### src/hdl/source_text_tokenizer_assert.svh
// ----------------------------------------------------------------------------
// source_text_tokenizer_assert
// Assertion macros shared by the tokenizer RTL.
// ----------------------------------------------------------------------------
`ifndef SOURCE_TEXT_TOKENIZER_ASSERT_SVH
`define SOURCE_TEXT_TOKENIZER_ASSERT_SVH

// antecedent implies consequent in the same cycle
`define STT_ASSERT_IMPLY(label, clk, rst_n, ante, cons) \
    label: assert property (@(posedge clk) disable iff (!rst_n) (ante) |-> (cons)) \
        else $error("tokenizer check failed");

// antecedent implies consequent in the next cycle
`define STT_ASSERT_NEXT(label, clk, rst_n, ante, cons) \
    label: assert property (@(posedge clk) disable iff (!rst_n) (ante) |=> (cons)) \
        else $error("tokenizer check failed");

`endif

### src/hdl/stt_pkg.sv
// ----------------------------------------------------------------------------
// stt_pkg
// Types and constants of the source text tokenizer.
// ----------------------------------------------------------------------------
package stt_pkg;

    localparam int POS_BITS  = 32;
    localparam int OUT_POS_W = 32;
    localparam int VALUE_W   = 63;
    localparam int KIND_W    = 4;
    localparam int Q_DEPTH   = 4;
    localparam int Q_AW      = $clog2(Q_DEPTH);
    localparam int Q_CW      = $clog2(Q_DEPTH + 1);

    typedef logic [KIND_W-1:0]    t_kind;
    typedef logic [VALUE_W-1:0]   t_value;
    typedef logic [POS_BITS-1:0]  t_pos;
    typedef logic [OUT_POS_W-1:0] t_out_pos;
    typedef logic [7:0]           t_byte;

    localparam t_kind K_INT    = t_kind'(0);
    localparam t_kind K_IDENT  = t_kind'(1);
    localparam t_kind K_VAR    = t_kind'(2);
    localparam t_kind K_KWINT  = t_kind'(3);
    localparam t_kind K_EQUALS = t_kind'(4);
    localparam t_kind K_SEMI   = t_kind'(5);
    localparam t_kind K_COLON  = t_kind'(6);
    localparam t_kind K_END    = t_kind'(7);
    localparam t_kind K_ERROR  = t_kind'(8);

    localparam t_value VALUE_MAX = '1;

    localparam t_byte CH_EQUALS = 8'h3d;
    localparam t_byte CH_SEMI   = 8'h3b;
    localparam t_byte CH_COLON  = 8'h3a;

    typedef struct packed {
        t_kind    kind;
        t_value   value;
        logic     overflow;
        t_out_pos start_pos;
        t_out_pos end_pos;
        logic     last;
    } t_tok;

endpackage

### src/hdl/source_text_tokenizer.sv
// ----------------------------------------------------------------------------
// source_text_tokenizer
// Streaming lexer: bytes in, integer / identifier / keyword / punctuation
// tokens, plus end and error tokens, out with byte offsets.
// ----------------------------------------------------------------------------
//  channel | direction | handshake            | payload
//  input   | in        | i_valid / o_stall    | i_ch, i_end_of_text
//  output  | out       | o_valid / i_stall    | o_kind, o_value, o_overflow,
//          |           |                      | o_start_pos, o_end_pos, o_last
//
//  One byte is taken per cycle while o_stall is low; its tokens are registered into the result queue.
//  A byte gives up to two tokens; they leave through a 4-word result queue
//  at one word per cycle while i_stall is low, so a byte that ends two tokens gives two output words.
//  o_stall rises while the queue cannot take two more words.
//  Synchronous reset empties the queue and returns the lexer to idle.
`include "source_text_tokenizer_assert.svh"

module source_text_tokenizer (
    input  logic              i_clk,
    input  logic              i_rst_n,
    input  logic              i_valid,
    output logic              o_stall,
    input  stt_pkg::t_byte    i_ch,
    input  logic              i_end_of_text,
    output logic              o_valid,
    input  logic              i_stall,
    output stt_pkg::t_kind    o_kind,
    output stt_pkg::t_value   o_value,
    output logic              o_overflow,
    output stt_pkg::t_out_pos o_start_pos,
    output stt_pkg::t_out_pos o_end_pos,
    output logic              o_last
);
    import stt_pkg::*;

    typedef enum logic [1:0] {
        MODE_IDLE,
        MODE_NUMBER,
        MODE_WORD,
        MODE_ERROR
    } t_mode;

    t_mode            r_mode, n_mode;
    t_value           r_num, n_num;
    logic             r_ovf, n_ovf;
    t_pos             r_start, n_start;
    t_pos             r_pos, n_pos;
    t_byte [2:0]      r_pfx, n_pfx;
    logic [2:0]       r_len, n_len;

    t_tok             r_q [Q_DEPTH];
    logic [Q_AW-1:0]  r_wr, r_rd;
    logic [Q_CW-1:0]  r_cnt;

    logic             acc, pop;
    logic [1:0]       n_push;
    t_tok             tok0, tok1, flush_tok, one_tok;
    logic             flush_vld;
    logic             is_digit, is_alpha, is_space;
    logic [VALUE_W+3:0] prod;
    t_pos             pos_inc;

    assign acc      = i_valid && !o_stall;
    assign pop      = o_valid && !i_stall;
    assign o_stall  = r_cnt > Q_CW'(Q_DEPTH - 2);
    assign o_valid  = r_cnt != '0;

    assign is_digit = i_ch >= 8'h30 && i_ch <= 8'h39;
    assign is_alpha = (i_ch >= 8'h61 && i_ch <= 8'h7a) || (i_ch >= 8'h41 && i_ch <= 8'h5a);
    assign is_space = i_ch == 8'h20 || (i_ch >= 8'h09 && i_ch <= 8'h0d);
    assign pos_inc  = r_pos + t_pos'(1);
    assign prod     = ({4'b0, r_num} << 3) + ({4'b0, r_num} << 1) + (VALUE_W+4)'(i_ch[3:0]);

    always_comb begin
        flush_tok           = '0;
        flush_vld           = r_mode == MODE_NUMBER || r_mode == MODE_WORD;
        flush_tok.start_pos = OUT_POS_W'(r_start);
        flush_tok.end_pos   = OUT_POS_W'(r_pos);
        if (r_mode == MODE_NUMBER) begin
            flush_tok.kind     = K_INT;
            flush_tok.value    = r_num;
            flush_tok.overflow = r_ovf;
        end else if (r_len == 3'd3 && r_pfx[0] == "v" && r_pfx[1] == "a" && r_pfx[2] == "r") begin
            flush_tok.kind = K_VAR;
        end else if (r_len == 3'd3 && r_pfx[0] == "i" && r_pfx[1] == "n" && r_pfx[2] == "t") begin
            flush_tok.kind = K_KWINT;
        end else begin
            flush_tok.kind = K_IDENT;
        end
    end

    always_comb begin
        n_mode  = r_mode;
        n_num   = r_num;
        n_ovf   = r_ovf;
        n_start = r_start;
        n_pos   = r_pos;
        n_pfx   = r_pfx;
        n_len   = r_len;
        n_push  = 2'd0;
        tok0    = '0;
        tok1    = '0;
        one_tok = '0;
        one_tok.start_pos = OUT_POS_W'(r_pos);
        one_tok.end_pos   = OUT_POS_W'(pos_inc);

        if (i_end_of_text) begin
            one_tok.kind    = K_END;
            one_tok.end_pos = OUT_POS_W'(r_pos);
            if (r_mode != MODE_ERROR) begin
                if (flush_vld) begin
                    tok0   = flush_tok;
                    tok1   = one_tok;
                    n_push = 2'd2;
                end else begin
                    tok0   = one_tok;
                    n_push = 2'd1;
                end
            end
            n_mode  = MODE_IDLE;
            n_num   = '0;
            n_ovf   = 1'b0;
            n_start = '0;
            n_pos   = '0;
            n_pfx   = '0;
            n_len   = '0;
        end else if (r_mode == MODE_ERROR) begin
            n_mode = MODE_ERROR;
        end else if (r_mode == MODE_NUMBER && is_digit) begin
            if (r_ovf || prod[VALUE_W+3:VALUE_W] != '0) begin
                n_num = VALUE_MAX;
                n_ovf = 1'b1;
            end else begin
                n_num = prod[VALUE_W-1:0];
            end
            n_pos = pos_inc;
        end else if (r_mode == MODE_WORD && (is_alpha || is_digit)) begin
            if (r_len < 3'd3) begin
                n_pfx[r_len[1:0]] = i_ch;
            end
            if (r_len < 3'd4) begin
                n_len = r_len + 3'd1;
            end
            n_pos = pos_inc;
        end else begin
            n_mode = MODE_IDLE;
            n_pos  = pos_inc;
            n_push = {1'b0, flush_vld};
            tok0   = flush_tok;
            if (is_space) begin
                one_tok.kind = K_END;
            end else if (is_digit) begin
                n_mode  = MODE_NUMBER;
                n_start = r_pos;
                n_num   = VALUE_W'(i_ch[3:0]);
                n_ovf   = 1'b0;
            end else if (is_alpha) begin
                n_mode  = MODE_WORD;
                n_start = r_pos;
                n_pfx   = {8'h00, 8'h00, i_ch};
                n_len   = 3'd1;
            end else begin
                n_push = n_push + 2'd1;
                if (i_ch == CH_EQUALS) begin
                    one_tok.kind = K_EQUALS;
                end else if (i_ch == CH_SEMI) begin
                    one_tok.kind = K_SEMI;
                end else if (i_ch == CH_COLON) begin
                    one_tok.kind = K_COLON;
                end else begin
                    one_tok.kind = K_ERROR;
                    n_mode       = MODE_ERROR;
                end
                if (flush_vld) begin
                    tok1 = one_tok;
                end else begin
                    tok0 = one_tok;
                end
            end
        end

        if (n_push == 2'd2) begin
            tok1.last = 1'b1;
        end else begin
            tok0.last = 1'b1;
        end
    end

    always_ff @(posedge i_clk) begin
        if (!i_rst_n) begin
            r_mode  <= MODE_IDLE;
            r_num   <= '0;
            r_ovf   <= 1'b0;
            r_start <= '0;
            r_pos   <= '0;
            r_pfx   <= '0;
            r_len   <= '0;
            r_wr    <= '0;
            r_rd    <= '0;
            r_cnt   <= '0;
        end else begin
            if (acc) begin
                r_mode  <= n_mode;
                r_num   <= n_num;
                r_ovf   <= n_ovf;
                r_start <= n_start;
                r_pos   <= n_pos;
                r_pfx   <= n_pfx;
                r_len   <= n_len;
                r_wr    <= r_wr + Q_AW'(n_push);
            end
            if (pop) begin
                r_rd <= r_rd + Q_AW'(1);
            end
            r_cnt <= r_cnt + (acc ? Q_CW'(n_push) : '0) - (pop ? Q_CW'(1) : '0);
        end
    end

    always_ff @(posedge i_clk) begin
        if (acc && n_push != 2'd0) begin
            r_q[r_wr] <= tok0;
        end
        if (acc && n_push == 2'd2) begin
            r_q[r_wr + Q_AW'(1)] <= tok1;
        end
    end

    assign o_kind      = r_q[r_rd].kind;
    assign o_value     = r_q[r_rd].value;
    assign o_overflow  = r_q[r_rd].overflow;
    assign o_start_pos = r_q[r_rd].start_pos;
    assign o_end_pos   = r_q[r_rd].end_pos;
    assign o_last      = r_q[r_rd].last;

    `STT_ASSERT_IMPLY(a_q_bound, i_clk, i_rst_n, 1'b1, r_cnt <= Q_CW'(Q_DEPTH))
    `STT_ASSERT_IMPLY(a_room, i_clk, i_rst_n, acc, r_cnt <= Q_CW'(Q_DEPTH - 2))
    `STT_ASSERT_IMPLY(a_err_quiet, i_clk, i_rst_n, acc && r_mode == MODE_ERROR, n_push == 2'd0)
    `STT_ASSERT_NEXT(a_drain, i_clk, i_rst_n, pop && !(acc && n_push != 2'd0),
        r_cnt == $past(r_cnt) - Q_CW'(1))

endmodule

### config.mk
export PLATFORM = sky130hd
export DESIGN_NAME = source_text_tokenizer
export DESIGN_NICKNAME = d
export VERILOG_FILES = /design/src/hdl/stt_pkg.sv /design/src/hdl/source_text_tokenizer.sv
export VERILOG_INCLUDE_DIRS = /design/src /design/src/hdl
export SDC_FILE = /design/constraint.sdc
export NUM_CORES = 2
export LEC_CHECK = 0
export BUFFER_PORTS_ARGS = -buffer_cell sky130_fd_sc_hd__buf_4
export CAP_MARGIN = 20
export CORE_MARGIN = 3
export CORE_UTILIZATION = 50
export DETAILED_ROUTE_END_ITERATION = 12
export PLACE_DENSITY = 0.69
export SKIP_LAST_GASP = 1
export SLEW_MARGIN = 20
export SYNTH_ARGS = -nofsm -noshare
export SYNTH_HDL_FRONTEND = slang
export SYNTH_SLANG_ARGS = --single-unit
### constraint.sdc
create_clock -name i_clk -period 6.8 [get_ports i_clk]
set_clock_uncertainty 0.1 [all_clocks]
set_input_delay 0.34 -clock i_clk [delete_from_list [all_inputs] [get_ports i_clk]]
set_output_delay 0.34 -clock i_clk [all_outputs]
set_load 0.01 [all_outputs]
==> metrics.txt <==
outcome complete, no violations; number of post-CTS setup repair buffers 0; Finished Layout Cells 4555; PortBufs approximately 150; synth unique cells 74; final period utilization between 70% and 80%; startpoint class of the critical path input port; Post-Place Worst Slack 1.57 ns; hold_sp i_stall; Worst EP required between 7 and 8 ns; largest net degree at the start of global routing between 150 and 200; clock sinks roughly 700; Initial Util between 50% and 60%; register area share after synthesis between 40% and 50%; synthesized area about 0.036 mm2; final setup fails 0; area of the multi-input gates about 0.018 mm2; Mapped Cells approximately 3600; Hold WC Path Type in2reg; setup slack, reg-to-reg roughly 1.9 ns; CTS tree yes; Pleak around 13 nW; Root Buffer clkbuf_16; syn_nets approximately 3800; Synth top cells by count 422 x dfxtp_1, 398 x o21ai_0, 348 x nand3_1; vias per cell 6.51; post-route ant nets 0; crit path kind in2reg; placed insts around 4400; post-synthesis simple-gate area fraction 13.3%; syn avg cell area a little under 10 um2; Power Density between 200 and 300 mW/mm2; Slew headroom between 20% and 30%; Post-synth top flop dfxtp_1; CP Max Fanout 87; maximum clock frequency between 150 and 200 MHz; Design Area, Final about 0.04 mm2; total number of vias approximately 30000; H-tree depth 3; Slew @ Worst Pin 1.16 ns; worst vdd ir roughly 280 uV; FF-to-FF End r_num[37]; count of pins over their slew limit 0; initial antenna violation count 0; most common cell in the netlist dfxtp_1; Core Rows 97; Worst path slowest cell buf_4; Core Area 0.0704 mm2; HPWL after detailed placement just over 60000 um; Residual DRC 0; die boundary width 273 um; Setup crit end kind flop; GRT Total Usage 27.2%; Synth area leader dfxtp_1; routed len/inst roughly 23 um; Fin. Hold Viols 0; post_cts resized 0; first-pass iteration count of the detailed router 6; WHS Path Cells 4; minimum clock period 5.21 ns; Final Wtd Congestion 0.915; area delta synth->final 11.7%; mux cell area share after synthesis 8.51%; async set-reset flop share out of synthesis 0%; critical-path cell list dlygate4sd3_1 > buf_4 > or4b_1 > a21o_1 > a2111oi_4 > nor2_1 > mux2i_1 > or2_2 > a31oi_2 > nand3_4 > buf_4 > buf_4 > o22ai_1; yosys warns 0; top cells by area in the synthesized netlist dfxtp_1 24%, edfxtp_1 23%, mux4_2 8.4%; crit path DAT 5.43 ns; Total Power 11.0 mW; Post-synth EDFFs around 280; Die ar. about 0.075 mm2; Reg area between 0.015 and 0.02 mm2; Post-Synth XOR/XNOR Area about 1.5%; share of layout cells above drive strength 1 about 14%; Max Cap Viol 0; r2r startpoint r_num[0]; adder-cell share of the synthesized area under 10%; crit-path max cell delay slightly above 0.9 ns; number of global-route vias before repair about 29000; Clk Latency, worst-skew pair between 0.6 and 0.7 ns; nets@finish between 3000 and 4000; Num CTS Buffers 76; DR iter-0 viols 2635; R2R depth 12; RSZ-0062 raised after global routing false; global-route wire length before repair about 160000 um; clk buf depth 3; clock-pin slew on the worst setup and hold paths approximately 0.06 ns; Yosys reg bits around 700; setup TNS 0 ns; detailed-route wire length around 100000 um; setup ws final 1.59 ns; main combinational cell family by area after synthesis compound AO/OA/AOI/OAI gates; Placed Area around 0.037 mm2; cell mode on critical path buf_4; hold slack 0.0981 ns; post-synth top area share roughly a quarter; IO Pins ~150; total gr overflow 0; # hold bufs at CTS 9; Die Ht approximately 270 um; Compound-Gate Fraction of Synth Area 20.4%; Core Util, Final 56.6%; fillcell total around 6100
==> cell families after synthesis <==
logic type / Yosys count
AO/OA/AOI/OAI: 1211
AND/OR/NAND/NOR: 991
flip-flops: 698
buffers and inverters: 376
adder cells (fa/ha/maj): 145
multiplexers: 137
XOR/XNOR: 60
==> worst max-delay path by stage <==
stage / startpoint / endpoint / slack, ns / cells after the start
6_report: i_ch[0] / r_q[3][63] / 1.59 / 13
5_1_grt: i_ch[0] / r_q[3][63] / 1.34 / 13
4_1_cts: i_ch[0] / r_q[3][63] / 1.66 / 13
3_5_place_dp: i_ch[0] / r_q[3][63] / 1.57 / 12
3_3_place_gp: i_ch[0] / r_q[3][36] / 1.68 / 12
2_1_floorplan: i_ch[0] / r_q[3][0] / 2.00 / 11
==> layer usage <==
metal  up-vias  share of wire, %  global-route usage (%)
li1      13800                 -                       -
met1     14400                40                    34.7
met2      1267                49                    46.2
met3       218               7.1                    3.49
met4         0               4.0                    12.0
met5         -                 0                       0
==> flip-flops by register name, summed over array words and instances, names as in the netlist, named ones only <==
| signal | flops |
|---|---|
| r_q | 532 |
| r_num | 63 |
| r_pos | 32 |
| r_start | 32 |
| r_pfx | 24 |
| r_cnt | 3 |
| r_len | 3 |
| r_mode | 2 |
| r_rd | 2 |
| r_wr | 2 |
| r_ovf | 1 |
==> final cells by class <==
cell class | count | area share (%)
Timing Repair Buffer | 197 | 4.10
Inverter | 34 | 0.323
Clock inverter | 39 | 1.05
Tap cell | 940 | 2.95
Multi-Input combinational cell | 2544 | 44.3
Antenna cell | 1 | 0.00628
Sequential cell | 698 | 42.0
Clock buffer | 102 | 5.32
==> power breakdown <==
part | internal [mW] | switching [mW]
logic | 0.813 | 1.26
registers | 4.57 | 0.164
clock network | 2.42 | 1.76
==> cell usage in the layout (no fill, tap or decap), types with 6 or more instances in the layout <==
cell             n
dfxtp_1        420
o21ai_0        398
nand3_1        345
o22ai_1        280
edfxtp_1       276
nand2_1        254
a21oi_1        250
buf_4          178
ha_1           142
mux4_2         133
nor2_1         125
clkbuf_16       77
nor3_1          72
nand4_1         64
a22oi_1         55
a22o_1          43
xnor2_1         35
inv_1           33
a21o_1          33
and3_1          33
o31a_1          27
xor2_1          25
o211ai_1        20
clkinv_2        19
clkbuf_1        15
a211oi_1        13
and2_1          12
o21bai_1        12
or3_1           10
nor2b_1         10
nand2_4         10
clkbuf_8        10
o21a_1           9
a31oi_1          9
dlygate4sd3_1    9
buf_12           9
nand2b_1         8
a21boi_0         7
nor4_1           6
a221o_1          6
==> critical path, delay by kind of cell <==
kind / cells / cell delay (ns)
AO/OA/AOI/OAI: 4 / 1.08
buffers and inverters: 4 / 2.36
multiplexers: 1 / 0.22
AND/OR/NAND/NOR: 4 / 1.32
Power figures use the tool's default switching activity.
